$ cat src/design/dth_queue.sv
// ----------------------------------------------------------------------------
// dth_queue
// Short register FIFO between the front and the back.
// ----------------------------------------------------------------------------
module dth_queue #(
  parameter int WIDTH = 8,
  parameter int DEPTH = 4
) (
  input  logic             clk,
  input  logic             rst,
  input  logic             push,
  input  logic [WIDTH-1:0] push_data,
  output logic             not_full,
  input  logic             pop,
  output logic             not_empty,
  output logic [WIDTH-1:0] head
);

  localparam int PW = $clog2(DEPTH);
  localparam int NW = $clog2(DEPTH + 1);

  logic [WIDTH-1:0] slots [DEPTH];
  logic [PW-1:0]    wptr;
  logic [PW-1:0]    rptr;
  logic [NW-1:0]    count;
  logic             do_push;
  logic             do_pop;

  assign not_full  = count != NW'(DEPTH);
  assign not_empty = count != '0;
  assign head      = slots[rptr];
  assign do_push   = push && not_full;
  assign do_pop    = pop && not_empty;

  always_ff @(posedge clk) begin
    if (do_push) begin
      slots[wptr] <= push_data;
    end
  end

  always_ff @(posedge clk) begin
    if (rst) begin
      wptr  <= '0;
      rptr  <= '0;
      count <= '0;
    end else begin
      if (do_push) begin
        wptr <= (wptr == PW'(DEPTH - 1)) ? '0 : wptr + PW'(1);
      end
      if (do_pop) begin
        rptr <= (rptr == PW'(DEPTH - 1)) ? '0 : rptr + PW'(1);
      end
      if (do_push && !do_pop) begin
        count <= count + NW'(1);
      end else if (do_pop && !do_push) begin
        count <= count - NW'(1);
      end
    end
  end

endmodule

$ cat config.mk
export PLATFORM = sky130hd
export DESIGN_NAME = dth_queue
export DESIGN_NICKNAME = d
export VERILOG_FILES = /design/src/design/dth_queue.sv
export SDC_FILE = /design/constraint.sdc
export NUM_CORES = 1
export LEC_CHECK = 0
export BUFFER_PORTS_ARGS = -buffer_cell sky130_fd_sc_hd__buf_2
export CORE_MARGIN = 5
export CORE_UTILIZATION = 37
export DETAILED_ROUTE_END_ITERATION = 7
export PLACE_DENSITY = 0.59
export RECOVER_POWER = 25
export SLEW_MARGIN = 20
export SYNTH_ARGS = -nofsm -noshare
export SYNTH_HDL_FRONTEND = slang
export SYNTH_SLANG_ARGS = --single-unit
$ cat constraint.sdc
create_clock -name clk -period 5.9 [get_ports clk]
set_input_delay 0.59 -clock clk [delete_from_list [all_inputs] [get_ports clk]]
set_output_delay 0.59 -clock clk [all_outputs]
set_load 0.05 [all_outputs]
# ---- Word level (Yosys, flattened, before mapping)
# Memory sizes are Yosys's and may differ from the RTL's. A register that Yosys moved wholly into a read port is not among the register bits.
# Cells that the tools add are included.
dict set report totals {
  wordCells 27
  mem_count 1
  reg_bits 7
  ram_bits 32
  out_inout_bits 10
  in_bits 12
}
dict set report classes {
  muxes 8
  add_sub_neg 4
  reduce_logical 8
  n_eq_ne 3
}
# memory depth word_bits read_ports rd_clocked_by_memory_dff write_ports line
set mem_list {}
lappend mem_list {slots 4 8 1 1 1 22} ;# logic [WIDTH-1:0] slots [DEPTH];
# operator n
set ops {}
lappend ops {{$mux W2} 4}
lappend ops {{$mux W3} 2}
lappend ops {{$add A2 B1 Y2 const B} 2}
lappend ops {{$eq A2 B2 Y1 const B} 2}
lappend ops {{$logic_and A1 B1 Y1} 4}
lappend ops {{$add A3 B1 Y3 const B} 1}
lappend ops {{$ne A3 B3 Y1 const B} 1}
lappend ops {{$reduce_bool A3 Y1} 1}
lappend ops {{$sub A3 B1 Y3 const B} 1}
lappend ops {{$logic_not A1 Y1} 2}
lappend ops {{$mux W1} 2}
lappend ops {{$reduce_bool A2 Y1} 1}

# ---- Depth between registers and ports, before layout
dict set report depth {
  word_depth 6
  depth_mapped 9
  mapped_depth_nobuf 8
}

# ---- Least setup slack after synthesis
# OpenSTA, ideal clock, no wires.
dict set report synth_timing {
  path_kind {register -> register}
  from {register count[0]}
  to {register count[2]}
  arrival_ns 2.295
  slack_ns 3.535
  setup_ns 0.070
  stages_incl_launch_ff 10
  required_time_ns 5.830
  period_less_slack_ns 2.365
  path_buffers 1
  cell_sequence {dfxtp_1 > or3b_1 > clkbuf_2 > and2_4 > ha_1 > inv_1 > fa_1 > xor2_1 > or3_2 > a21oi_1}
}
dict set report synth_via {
  elab_chain_cells 5
  elab_cells_between_ends 13
  cone_classes {add/sub (2); eq/ne (1); mux (2); reduce/logical (8)}
}
# element line
set synth_lines {}
lappend synth_lines {{from (decl)} 25} ;# logic [NW-1:0] count;
lappend synth_lines {{from (signal assigned)} 54} ;# count <= count + NW'(1);
lappend synth_lines {{from (signal assigned)} 56} ;# count <= count - NW'(1);
lappend synth_lines {{$ne A3 B3 Y1 *} 29} ;# assign not_full = count != NW'(DEPTH);
lappend synth_lines {{net not_full} 13} ;# output logic not_full,
lappend synth_lines {{$logic_and A1 B1 Y1 *} 32} ;# assign do_push = push && not_full;
lappend synth_lines {{net do_push} 26} ;# logic do_push;
lappend synth_lines {{$logic_not A1 Y1} 55} ;# end else if (do_pop && !do_push) begin
lappend synth_lines {{$logic_and A1 B1 Y1} 55}
lappend synth_lines {{$reduce_bool A2 Y1 (no line)} n/a}
# Mark *: on every way through the listed nets, which the timed path passes. The rest lies on a longest branch. The select of a mux whose other input is x is not followed.
# A chain may end at the register's enable or synchronous reset.

==> results.sh <==
export IMPL_die_x_um=76.5
export IMPL_die_y_um=76.5
export IMPL_route_detailed_drc=0
export IMPL_first_pass_iters=4
export IMPL_core_um2=4320
export IMPL_rsz0062_at_grt="no"
export IMPL_post_drt_wl_per_cell_um=15.7
export IMPL_io_pins=22
export IMPL_slowest_delay_ns=0.68
export IMPL_antenna_found_initial=0
export IMPL_synth_edff_count=32
export IMPL_routed_wl_um=2620
export IMPL_vdd_ir_drop_max_mv=0.244
export IMPL_finalSetupTns_ns=0
export IMPL_path_clk_slew_ns=0.08
export IMPL_power_density_nw_per_um2=471
export IMPL_synth_distinct_cells=26
export IMPL_hold_buffers=0
export IMPL_dieArea_um2=5850
export IMPL_holdWs_ns=0.502
export IMPL_clockBufferDepth=2
export IMPL_clock_skew_ns=0.00661
export IMPL_crit_required_ns=5.31
export IMPL_hpwl_um=1850
export IMPL_async_reset_ff_share_pct=0
export IMPL_cts_htree_levels=2
export IMPL_status="finished, final reports clean"
export IMPL_finalHoldViolations=0
export IMPL_synth_nets=109
export IMPL_leakagePower_nw=0.683
export IMPL_hp_class="flop to flop"
export IMPL_place_congestion=0.801
export IMPL_synth_warnings=0
export IMPL_ys_dominant_reg_cell="edfxtp_1"
export IMPL_tritoncts="done"
export IMPL_slowest_stage="dfxtp_1"
export IMPL_fmax_ghz=0.420
export IMPL_synth_top_area_cell="edfxtp_1"
export IMPL_final_cells=167
export IMPL_clock_latency_ns=0.29
export IMPL_yosysSeqAreaShare_pct=69.8
export IMPL_grt_pass1_wl_um=4440
export IMPL_synth_area_top_cells="edfxtp_1, dfxtp_1, mux4_2, ha_1, mux2i_1"
export IMPL_timing_max_slew_rel_slack_pct=62.3
export IMPL_period_share_pct=40.3
export IMPL_crit_buf_inv=1
export IMPL_netlist_area_um2=1630
export IMPL_grt_overflow=0
export IMPL_start_util_pct=37.8
export IMPL_min_period_ns=2.38
export IMPL_syn_to_final_growth_pct=15.9
export IMPL_synthCells=90
export IMPL_numClockSinks=41
export IMPL_end_kind="primary output"
export IMPL_tightest_slew_ns=0.565
export IMPL_first_global_vias=898
export IMPL_cts_root_buf="clkbuf_8"
export IMPL_vias=827
export IMPL_synth_top_area_share_pct=58.8
export IMPL_dp_cells=159
export IMPL_ys_ff_latch=41
export IMPL_n_antenna_cell=0
export IMPL_viasPerCell=4.95
export IMPL_num_rows=24
export IMPL_drt_antenna_violating_nets=0
export IMPL_grt_start_max_net_pins=14
export IMPL_crit_chain="mux4_2 > buf_2"
export IMPL_layout_nets=133
export IMPL_drive_gt1_share_pct=33.9
export IMPL_maxCapViolations=0
export IMPL_io_buffers=21
export IMPL_final_util_pct=43.8
export IMPL_track_usage_pct=10.0
export IMPL_arrival_ns=1.79
export IMPL_cp_start_kind="flop"
export IMPL_setup_violations=0
export IMPL_initialDrtViolationCount=36
export IMPL_path_max_fanout=8
export IMPL_crit_type="flop to primary output"
export IMPL_drv_slew=0
export IMPL_synth_avg_cell_area_um2=18.2
export IMPL_post_cts_resized=0
export IMPL_cpLargestDelayFamily="flip-flops"
export IMPL_post_cts_buffers=0
export IMPL_cts_made_buffers=5
-- where the power goes --
group	internal, W	leakage, nW	switching (W)
Sequential	0.000355	0.367	0.0000355
Clock	0.000120	0.0556	0.0000922
Combinational	0.000104	0.260	0.000186
Total	0.000579	0.683	0.000314
-- final cells by class --
class	count	area [um2]
fillers	401	2430
flip-flops and latches	41	1140
multi-input cells	42	464
clock buffers	7	108
repair buffers	21	97.6
well taps	52	65.1
inverters	3	11.3
clock inverters	1	7.51
-- per-stage QoR --
step / worst slack (ns) / total power (W) / area (um2)
after floorplan: 3.54 / 0.000629 / 1630
after global placement: 3.64 / 0.000684 / 1790
after detailed placement: 3.50 / 0.000691 / 1790
after CTS: 3.44 / 0.000906 / 1900
after global routing: 3.35 / 0.000949 / 1890
final: 3.52 / 0.000893 / 1890
-- final timing paths --
check | from | end | slack, ns | cells after the start
setup / recovery | flop | head[5] | 3.52 | 2
hold / removal | rptr[0] | rptr[0] | 0.50 | 2
setup reg to reg | count[0] | count[2] | 3.53 | 7
hold reg to reg | rptr[0] | rptr[0] | 0.50 | 2
-- logic make-up (layout without fill, tap and decap cells) --
group / Yosys count / after routing / synth area share, %
flip-flops: 41 / 41 / 69.8
XOR/XNOR: 2 / 2 / 1.07
AND/OR/NAND/NOR: 17 / 17 / 6.51
multiplexers: 11 / 11 / 12.9
adder cells (fa/ha/maj): 7 / 7 / 5.82
buffers and inverters: 7 / 32 / 1.76
AO/OA/AOI/OAI: 5 / 5 / 2.14
-- synthesized netlist by cell type (2+ instances only) --
library cell,number
a21oi_1,2
nand2b_1,2
mux4_2,8
ha_1,6
dfxtp_1,9
nor2_1,3
and3_2,4
xor2_1,2
mux2i_1,3
or3_2,2
edfxtp_1,32
inv_1,3
-- metal layers --
layer / routed length, um / vias up / GRT usage [%]
li1: - / 392 / -
met2: 1300 / 22 / 16.0
met3: 151 / 7 / 4.26
met1: 1110 / 406 / 11.9
met5: 0 / - / 0
met4: 51 / 0 / 4.20
-- worst min-delay path, stage by stage, from the launching register on --
cell,delay [ns]
dfxtp_1,0.33
nand2_1,0.06
a21oi_1,0.07
-- registers in the layout (all words and copies together) (netlist names), named ones only --
| name | cells |
|---|---|
| slots | 32 |
| count | 3 |
| rptr | 2 |
| wptr | 2 |
-- cell usage in the layout (no fill, tap or decap), drive strengths merged --
cell	n
xor2	2
buf	15
nor2	3
inv	3
nand2b	2
a21oi	2
and2	1
clkbuf	13
or3b	1
nor3	1
mux4	8
ha	6
clkinvlp	1
nand3	1
o31ai	2
fa	1
mux2i	3
dfxtp	9
edfxtp	32
and3	4
o21ai	1
or3	3
nand2	1
No activity file was read; power rests on OpenSTA's default activity.
