`src/design/dth_pkg.sv`:
```
// ----------------------------------------------------------------------------
// dth_pkg
// Shared types, codes and the window decision for the hysteresis block.
// ----------------------------------------------------------------------------
package dth_pkg;

  localparam int MAX_WIDTH_DEF = 2048;
  localparam int MAG_BITS_DEF  = 16;

  localparam int MAG_W  = 16;
  localparam int CFG_W  = 16;
  localparam int CIDX_W = 3;
  localparam int ROW_W  = 13;

  localparam logic [CIDX_W-1:0] CFG_LOW    = 3'd0;
  localparam logic [CIDX_W-1:0] CFG_HIGH   = 3'd1;
  localparam logic [CIDX_W-1:0] CFG_WIDTH  = 3'd2;
  localparam logic [CIDX_W-1:0] CFG_HEIGHT = 3'd3;

  typedef logic [1:0] level_t;
  localparam level_t LVL_NONE   = 2'd0;
  localparam level_t LVL_WEAK   = 2'd1;
  localparam level_t LVL_STRONG = 2'd2;

  // one window column: top [5:4], middle [3:2], bottom [1:0]
  typedef logic [5:0] vec_t;
  localparam vec_t VEC_NONE = {LVL_NONE, LVL_NONE, LVL_NONE};

  localparam logic [7:0] EDGE_ON  = 8'd255;
  localparam logic [7:0] EDGE_OFF = 8'd0;

  // column event handed from the front to the back
  typedef struct packed {
    level_t lvl;     // bottom level of the new column
    logic   kind0;   // shift a blank column first (row boundary)
    logic   emit;    // produce a result
    logic   eof;     // result is the frame's final pixel
    logic   last;    // result is the last one of its input item
    logic   wr;      // update the line store
    logic   top_ok;  // two rows above lie inside the image
    logic   mid_ok;  // one row above lies inside the image
  } evt_t;

  localparam int EVT_BITS = $bits(evt_t);

  function automatic logic [7:0] decide(input vec_t l, input vec_t m, input vec_t r);
    logic any;
    any = (l[5:4] == LVL_STRONG) || (l[3:2] == LVL_STRONG) || (l[1:0] == LVL_STRONG) ||
          (r[5:4] == LVL_STRONG) || (r[3:2] == LVL_STRONG) || (r[1:0] == LVL_STRONG) ||
          (m[5:4] == LVL_STRONG) || (m[1:0] == LVL_STRONG);
    if (m[3:2] == LVL_STRONG) begin
      return EDGE_ON;
    end else if (m[3:2] == LVL_WEAK && any) begin
      return EDGE_ON;
    end
    return EDGE_OFF;
  endfunction

endpackage

```
`src/design/dth_front.sv`:
```
// ----------------------------------------------------------------------------
// dth_front
// Configuration registers, raster counters and level classification.
// Turns pixel and drain transfers into column events for the back.
// ----------------------------------------------------------------------------
module dth_front
  import dth_pkg::*;
#(
  parameter int MAX_WIDTH = MAX_WIDTH_DEF,
  parameter int MAG_BITS  = MAG_BITS_DEF
) (
  input  logic                         clk,
  input  logic                         rst,
  input  logic                         cfg_valid,
  output logic                         cfg_ready,
  input  logic [CIDX_W-1:0]            cfg_index,
  input  logic [CFG_W-1:0]             cfg_data,
  input  logic                         s_tvalid,
  output logic                         s_tready,
  input  logic                         s_action,
  input  logic [MAG_W-1:0]             s_magnitude,
  input  logic                         q_ready,
  output logic                         q_push,
  output evt_t                         q_evt,
  output logic [$clog2(MAX_WIDTH)-1:0] q_col
);

  localparam int CW = $clog2(MAX_WIDTH);
  localparam int WW = $clog2(MAX_WIDTH + 1);
  localparam int MK = (MAG_BITS < MAG_W) ? MAG_BITS : MAG_W;
  localparam logic [MAG_W-1:0] MAG_MASK = MAG_W'((33'd1 << MK) - 33'd1);

  logic [15:0]      low_thr;
  logic [15:0]      high_thr;
  logic [11:0]      img_w;
  logic [12:0]      img_h;
  logic [WW-1:0]    w_eff;
  logic [ROW_W-1:0] h_eff;
  logic [ROW_W-1:0] row;
  logic [CW-1:0]    col;
  logic [CW-1:0]    fcnt;
  logic             pend;
  logic             done;
  logic             col_end;
  logic             fcnt_end;
  logic             is_last;
  logic             row_ge1;
  logic             row_ge2;
  logic             acc;
  logic [MAG_W-1:0] mag;
  level_t           lvl;

  always_comb begin
    if (img_w == '0) begin
      w_eff = WW'(1);
    end else if (32'(img_w) > 32'(MAX_WIDTH)) begin
      w_eff = WW'(MAX_WIDTH);
    end else begin
      w_eff = WW'(img_w);
    end
    h_eff = (img_h == '0) ? ROW_W'(1) : img_h;
  end

  assign done     = row == h_eff;
  assign col_end  = (WW'(col) + WW'(1)) == w_eff;
  assign fcnt_end = (WW'(fcnt) + WW'(1)) == w_eff;
  assign is_last  = (row == h_eff - ROW_W'(1)) && col_end;
  assign row_ge1  = row != '0;
  assign row_ge2  = |row[ROW_W-1:1];
  assign mag      = s_magnitude & MAG_MASK;
  assign cfg_ready = 1'b1;
  assign s_tready  = !pend && q_ready;
  assign acc       = s_tvalid && s_tready;

  always_comb begin
    if (mag < low_thr) begin
      lvl = LVL_NONE;
    end else if (mag >= high_thr) begin
      lvl = LVL_STRONG;
    end else begin
      lvl = LVL_WEAK;
    end
  end

  always_comb begin
    q_push       = 1'b0;
    q_col        = '0;
    q_evt.lvl    = LVL_NONE;
    q_evt.kind0  = 1'b1;
    q_evt.emit   = 1'b1;
    q_evt.eof    = 1'b0;
    q_evt.last   = 1'b1;
    q_evt.wr     = 1'b0;
    q_evt.top_ok = row_ge2;
    q_evt.mid_ok = 1'b1;
    if (pend) begin
      // column shift after the frame's final pixel; it carries a result
      // only when the frame has at least two rows
      q_push     = q_ready;
      q_evt.emit = row_ge2;
    end else if (acc && !s_action && !done) begin
      q_push       = 1'b1;
      q_col        = col;
      q_evt.lvl    = lvl;
      q_evt.kind0  = col == '0;
      q_evt.emit   = (col == '0) ? row_ge2 : row_ge1;
      q_evt.last   = !(is_last && row_ge1);
      q_evt.wr     = 1'b1;
      q_evt.mid_ok = row_ge1;
    end else if (acc && s_action && done) begin
      q_push      = 1'b1;
      q_evt.kind0 = fcnt_end;
      q_col       = fcnt_end ? '0 : fcnt + CW'(1);
      q_evt.eof   = fcnt_end;
    end
  end

  always_ff @(posedge clk) begin
    if (rst) begin
      low_thr  <= 16'd0;
      high_thr <= 16'hFFFF;
      img_w    <= 12'd2048;
      img_h    <= 13'd1;
      row      <= '0;
      col      <= '0;
      fcnt     <= '0;
      pend     <= 1'b0;
    end else if (cfg_valid && cfg_ready) begin
      unique case (cfg_index)
        CFG_LOW:    low_thr  <= cfg_data;
        CFG_HIGH:   high_thr <= cfg_data;
        CFG_WIDTH:  img_w    <= cfg_data[11:0];
        CFG_HEIGHT: img_h    <= cfg_data[12:0];
        default: ;
      endcase
      if (cfg_index == CFG_WIDTH || cfg_index == CFG_HEIGHT) begin
        row  <= '0;
        col  <= '0;
        fcnt <= '0;
        pend <= 1'b0;
      end
    end else begin
      if (pend && q_ready) begin
        pend <= 1'b0;
      end
      if (acc && !s_action && !done) begin
        if (col_end) begin
          col <= '0;
          row <= row + ROW_W'(1);
        end else begin
          col <= col + CW'(1);
        end
        if (is_last) begin
          pend <= 1'b1;
        end
      end
      if (acc && s_action && done) begin
        if (fcnt_end) begin
          row  <= '0;
          col  <= '0;
          fcnt <= '0;
        end else begin
          fcnt <= fcnt + CW'(1);
        end
      end
    end
  end

endmodule

```
`config.mk`:
```
export PLATFORM = sky130hd
export DESIGN_NAME = dth_front
export DESIGN_NICKNAME = d
export VERILOG_FILES = /design/src/design/dth_pkg.sv /design/src/design/dth_front.sv
export SDC_FILE = /design/constraint.sdc
export NUM_CORES = 1
export LEC_CHECK = 0
export BUFFER_PORTS_ARGS = -buffer_cell sky130_fd_sc_hd__buf_2
export CAP_MARGIN = 25
export CORE_AREA = 4 4 110 112
export DETAILED_ROUTE_END_ITERATION = 10
export DIE_AREA = 0 0 114 116
export GPL_ROUTABILITY_DRIVEN = 1
export GPL_TIMING_DRIVEN = 0
export PLACE_DENSITY = 0.81
export SLEW_MARGIN = 40
export SYNTH_ARGS = -nofsm -noshare
export SYNTH_HDL_FRONTEND = slang
export SYNTH_SLANG_ARGS = --single-unit
export TNS_END_PERCENT = 5
```
`constraint.sdc`:
```
create_clock -name clk -period 4.6 [get_ports clk]
set_input_delay 1.38 -clock clk [delete_from_list [all_inputs] [get_ports clk]]
set_output_delay 1.38 -clock clk [all_outputs]
set_load 0.01 [all_outputs]
```
[Word level (Yosys, flattened, before mapping)]
Cells that the tools add are included.
Operators by class
  mux-type cells: 44
  add/subtract/negate cells: 6
  multipliers: 0
  order comparisons: 3
  reductions and logical operators: 26
  divide/modulo/power cells: 0
  eq/ne operators: 8
  shifts and indexed selects: 0
  bitwise operators: 0
Operators with widths (number)
  11-bit 2-to-1 mux: 12
  13-bit 2-to-1 mux: 7
  13-bit == test: 2
  11-bit by 1-bit adder with 12-bit output, second input constant: 2
  12-bit == test: 2
  12-bit 2-to-1 mux: 2
  11-bit by 1-bit adder with 11-bit output, second input constant: 2
  1-bit 2-to-1 mux: 17
  16-bit greater-or-equal comparator: 1
  16-bit < comparator: 1
  13-bit by 1-bit adder with 13-bit output, second input constant: 1
  13-bit zero test: 1
  13-bit nonzero test: 1
  13-bit by 1-bit subtractor with 13-bit output, second input constant: 1
  12-bit greater-than comparator, second input constant: 1
  12-bit zero test: 1
  12-bit OR reduction: 1
  11-bit zero test: 1
  2-bit AND reduction: 5
  1-bit logical AND: 9
  2-bit 2-to-1 mux: 4
  3-bit by 2-bit == test with 1-bit output, second input constant: 2
  3-bit 2-to-1 mux: 2
  1-bit zero test: 4
  other kinds (5): 5
Word-level totals
  memory bits (writable): 0
  flip-flop bits (word level): 93
  logic and storage cells: 95
  bits in read-only memories: 0
  memories kept: 0
  latch bits: 0

[Logic depth before layout (Yosys ltp)]
  depth after elaboration: 9
  mapped depth: 12
  gate-level depth less buffers: 11

[Worst setup path before layout]
Ideal clock, no wire load.
  path type: input-to-output
  start: input port s_magnitude[0]
  end: output port q_evt[7] (netlist bit)
  path buffers: 0
  required time: 3.220 ns
  arrival time: 3.240 ns
  cell stages on the path: 10
  setup slack: -0.020 ns
  path through: inv_1 ha_1 nand2b_1 a21o_1 a21o_1 a21o_1 a21o_1 a2111oi_0 o21ai_0 nor3_1
RTL lines
  from (decl): RTL line dth_front.sv:21  | input logic [MAG_W-1:0] s_magnitude,
  to (decl): RTL line dth_front.sv:24  | output evt_t q_evt,

==> impl_metrics.toml <==
[status]
outcome = "complete, but fails checks"
violations = "negative setup slack"

[yosys]
yosysTopAreaCell = "dfxtp_1"
synth_edf_count = 0
synth_nets = 988
avgSynthCellArea_sq_um = 7.35
synth-seq-cells = 93
ys_seq_area_share_pct = 27.8
async_reset_ff_share_pct = 0
synth_cell_types = 73
synth_top_cell_area_share_pct = 27.8
synth.area.top_cells = "dfxtp_1, nand2_1, ha_1, a21oi_1, inv_1"
synth_ff_type = "dfxtp_1"
synthCells = 910
ys_warn_count = 0
synth_area_sq_mm = 0.00669

[power]
power.total_mw = 1.94
power_frac_comb_pct = 11.4
p_leak_nw = 3.15
p_sw_uw = 493
ir_drop_mv = 0.214
power_density_mw_per_mm2 = 250
intPower_mw = 1.45
switching_share_pct = 25.4
pwr-share-seq_pct = 42.8
p_clk_share_pct = 45.9

[setup_path]
required_ps = 3220
slowest_stage = "a2111oi_4"
path_max_fanout = 2
reg2reg_depth = 11
r2r_setup_slack_ps = 850
start_kind = "primary input"
critPathArrivalTime_ps = 3220
crit_start = "s_magnitude[0]"
rr_startpoint = "fcnt[0]"
r2r-end = "col[0]"
cp_cell_sequence = "buf_8, inv_4, ha_4, nand2b_4, a21o_1, a21o_1, a21o_1, a21o_1, a2111oi_4, o21ai_2, nor3b_2, buf_2"
critPathMostFrequentCell = "a21o_1"
cpPeakStageDelay_ps = 300
crit_end = "q_evt[8]"
worstSetupPathType = "in -> out"
critPathCaptureType = "output port"

[final_layout]
area_growth_pct = 16.0
fin_nets = 1064
n_antenna_cell = 0
final_cells = 1133
drive_above_1_share_pct = 13.9
fillers = 973

[cts]
htree_levels = 3
cts_tree = "done"
cts_num_sinks = 93
ctsLongestPathBuffers = 2
path_clk_slew_ps = 70
numCtsBuffers = 9
cts-root-buf = "clkbuf_16"
insertion_delay_ps = 350

[route]
wl_microns = 20600
first_pass_iters = 6
drtAntennaViolNets = 0
post_drt_wl_per_cell_microns = 18.2
drtIter0Drc = 660
viasPerCell = 6.26
via_count = 7097
drcViolationCount = 0

[timing]
finalHoldViolations = 0
worst_pin_slew_ps = 899
rsz0062_at_grt = "true"
period_share_pct = 100
period_minus_slack_ps = 4600
fmax_mhz = 217
finClkSkew_ps = 8.36
setup_ws_ps = -1.13
max_slew_margin_pct = 40.1
slew_violations = 0
finalSetupTns_ps = -1.13
finalSetupViolations = 1

[global_routing]
track_usage_pct = 31.5
antenna_found_initial = 0
grt_pass1_wl_microns = 33300
grt_pass1_vias = 6597
gr-usage-met2_pct = 53.3
grtUsageMet3_pct = 4.70
top_usage_layer = "met2"
grt_overflow = 0
grt_max_degree = 16
grtUsageMet1_pct = 41.6

[hold_path]
hp-class = "reg -> reg"

[die]
std_cell_rows = 39
start_util_pct = 59.6
io_pins = 64
core_sq_mm = 0.0112
dieArea_sq_mm = 0.0132
die_h_microns = 116
die_w_microns = 114

[place]
finalWeightedCongestion = 0.942
place_hpwl_microns = 15400
place_inst = 1115
port_buffers = 62

[flow_run]
cap_violations = 0
==> cells in the mapped netlist (all sizes together) (12+ instances only) <==
library cell,count
dfxtp,93
nor3,28
ha,37
buf,12
nor4,19
a21o,22
nand3,35
a31oi,17
nand4,19
o21ai,34
and3,12
nand2,158
o211ai,20
a21oi,65
xor2,21
xnor2,24
clkbuf,49
inv,58
nor2,47
==> flip-flops by register name (all words and copies together), names as in the netlist <==
name	count
low_thr	16
img_w	12
pend	1
fcnt	11
img_h	13
row	13
high_thr	16
col	11
==> power groups by stage <==
stage                     Combinational (mW)  Clock, mW  Sequential [mW]
after global placement                 0.200          0            0.845
final                                  0.221      0.890            0.830
after global routing                   0.241      0.923            0.831
after floorplan                        0.127          0            0.842
after CTS                              0.210      0.889            0.829
after detailed placement               0.203          0            0.845
==> cell families (layout without fill, tap and decap cells) <==
family / after synthesis / count (layout) / synth area share (%)
and+or+nand+nor: 382 / 382 / 28.5
AOI/OAI and AO/OA: 222 / 222 / 22.0
buffers and inverters: 120 / 200 / 6.96
DFF: 93 / 93 / 27.8
xor gates and xnor gates: 47 / 47 / 6.58
adders and majority gates: 37 / 37 / 6.92
muxes: 8 / 8 / 1.22
other: 1 / 1 / 0.0561
==> worst min-delay path by stage <==
stage / start / endpoint / slack, ps / depth (start not counted)
2_1_floorplan: low_thr[10] / low_thr[10] / 440 / 2
3_3_place_gp: low_thr[15] / low_thr[15] / 440 / 2
6_report: low_thr[13] / low_thr[13] / 460 / 2
4_1_cts: low_thr[6] / low_thr[6] / 460 / 2
5_1_grt: low_thr[4] / low_thr[4] / 480 / 2
3_5_place_dp: low_thr[6] / low_thr[6] / 450 / 2
==> cells in the final DEF, fill, tap and decap left out, types with 6 or more instances in the layout <==
| master | synthesis | final |
|---|---|---|
| a211oi_1 | 6 | 6 |
| a21o_1 | 22 | 22 |
| a21oi_1 | 65 | 65 |
| a31oi_1 | 17 | 17 |
| a32o_1 | 6 | 6 |
| and2_1 | 6 | 6 |
| and3_1 | 12 | 12 |
| buf_2 | 6 | 67 |
| buf_4 | 2 | 10 |
| clkbuf_1 | 49 | 41 |
| clkbuf_16 | 0 | 9 |
| dfxtp_1 | 93 | 84 |
| dfxtp_2 | 0 | 9 |
| ha_1 | 37 | 33 |
| inv_1 | 57 | 56 |
| mux2i_1 | 7 | 7 |
| nand2_1 | 158 | 157 |
| nand3_1 | 35 | 35 |
| nand3b_1 | 6 | 6 |
| nand4_1 | 17 | 17 |
| nor2_1 | 47 | 46 |
| nor2b_1 | 11 | 11 |
| nor3_1 | 27 | 25 |
| nor4_1 | 18 | 14 |
| o211ai_1 | 20 | 20 |
| o21ai_0 | 31 | 30 |
| or3_1 | 10 | 10 |
| xnor2_1 | 24 | 24 |
| xor2_1 | 21 | 21 |
==> worst max-delay path: cells and delay by family <==
kind | cells | cell delay, ps
AO/OA/AOI/OAI | 6 | 1060
buffers and inverters | 3 | 300
AND/OR/NAND/NOR | 2 | 290
adder cells (fa/ha/maj) | 1 | 180
==> cell type report <==
class                      count  area, sq um  share of cell area [%]
sequential                    93         1870                    24.1
clock buffer                  10          239                    3.08
clock inverter                 5          108                    1.39
tap                          143          179                    2.31
multi-input combinational    697         4530                    58.3
buffer                        56          230                    2.97
timing repair buffer          70          380                    4.90
inverter                      59          224                    2.89
==> metrics by stage <==
step	instance area, sq um	setup slack, ps	hold slack (ps)	util (%)
floorplan	6700	37.0	436	-
global placement	7180	-321	443	64.0
detailed placement	7180	-346	447	64.0
CTS	7650	-24.1	456	68.2
global route	7760	-101	482	69.1
finish	7760	-1.13	455	69.1
==> routing by layer <==
| layer | part of all wire (%) | routed length, microns | vias up |
|---|---|---|---|
| met4 | 2.8 | 568 | 0 |
| met3 | 9.2 | 1910 | 63 |
| met2 | 47 | 9600 | 382 |
| met1 | 41 | 8550 | 3231 |
| li1 | - | - | 3421 |
| met5 | 0 | 0 | - |
==> repair_timing <==
item                                    4_1_cts  5_1_grt
pin swaps                                    10        5
setup buffers                                 4        4
gates cloned                                  0        0
hold buffers                                  0        0
gates resized for setup                      28       20
hold endpoints to repair                      0        0
endpoints found under the setup margin       19       18
(Power assumes the default switching activity.)
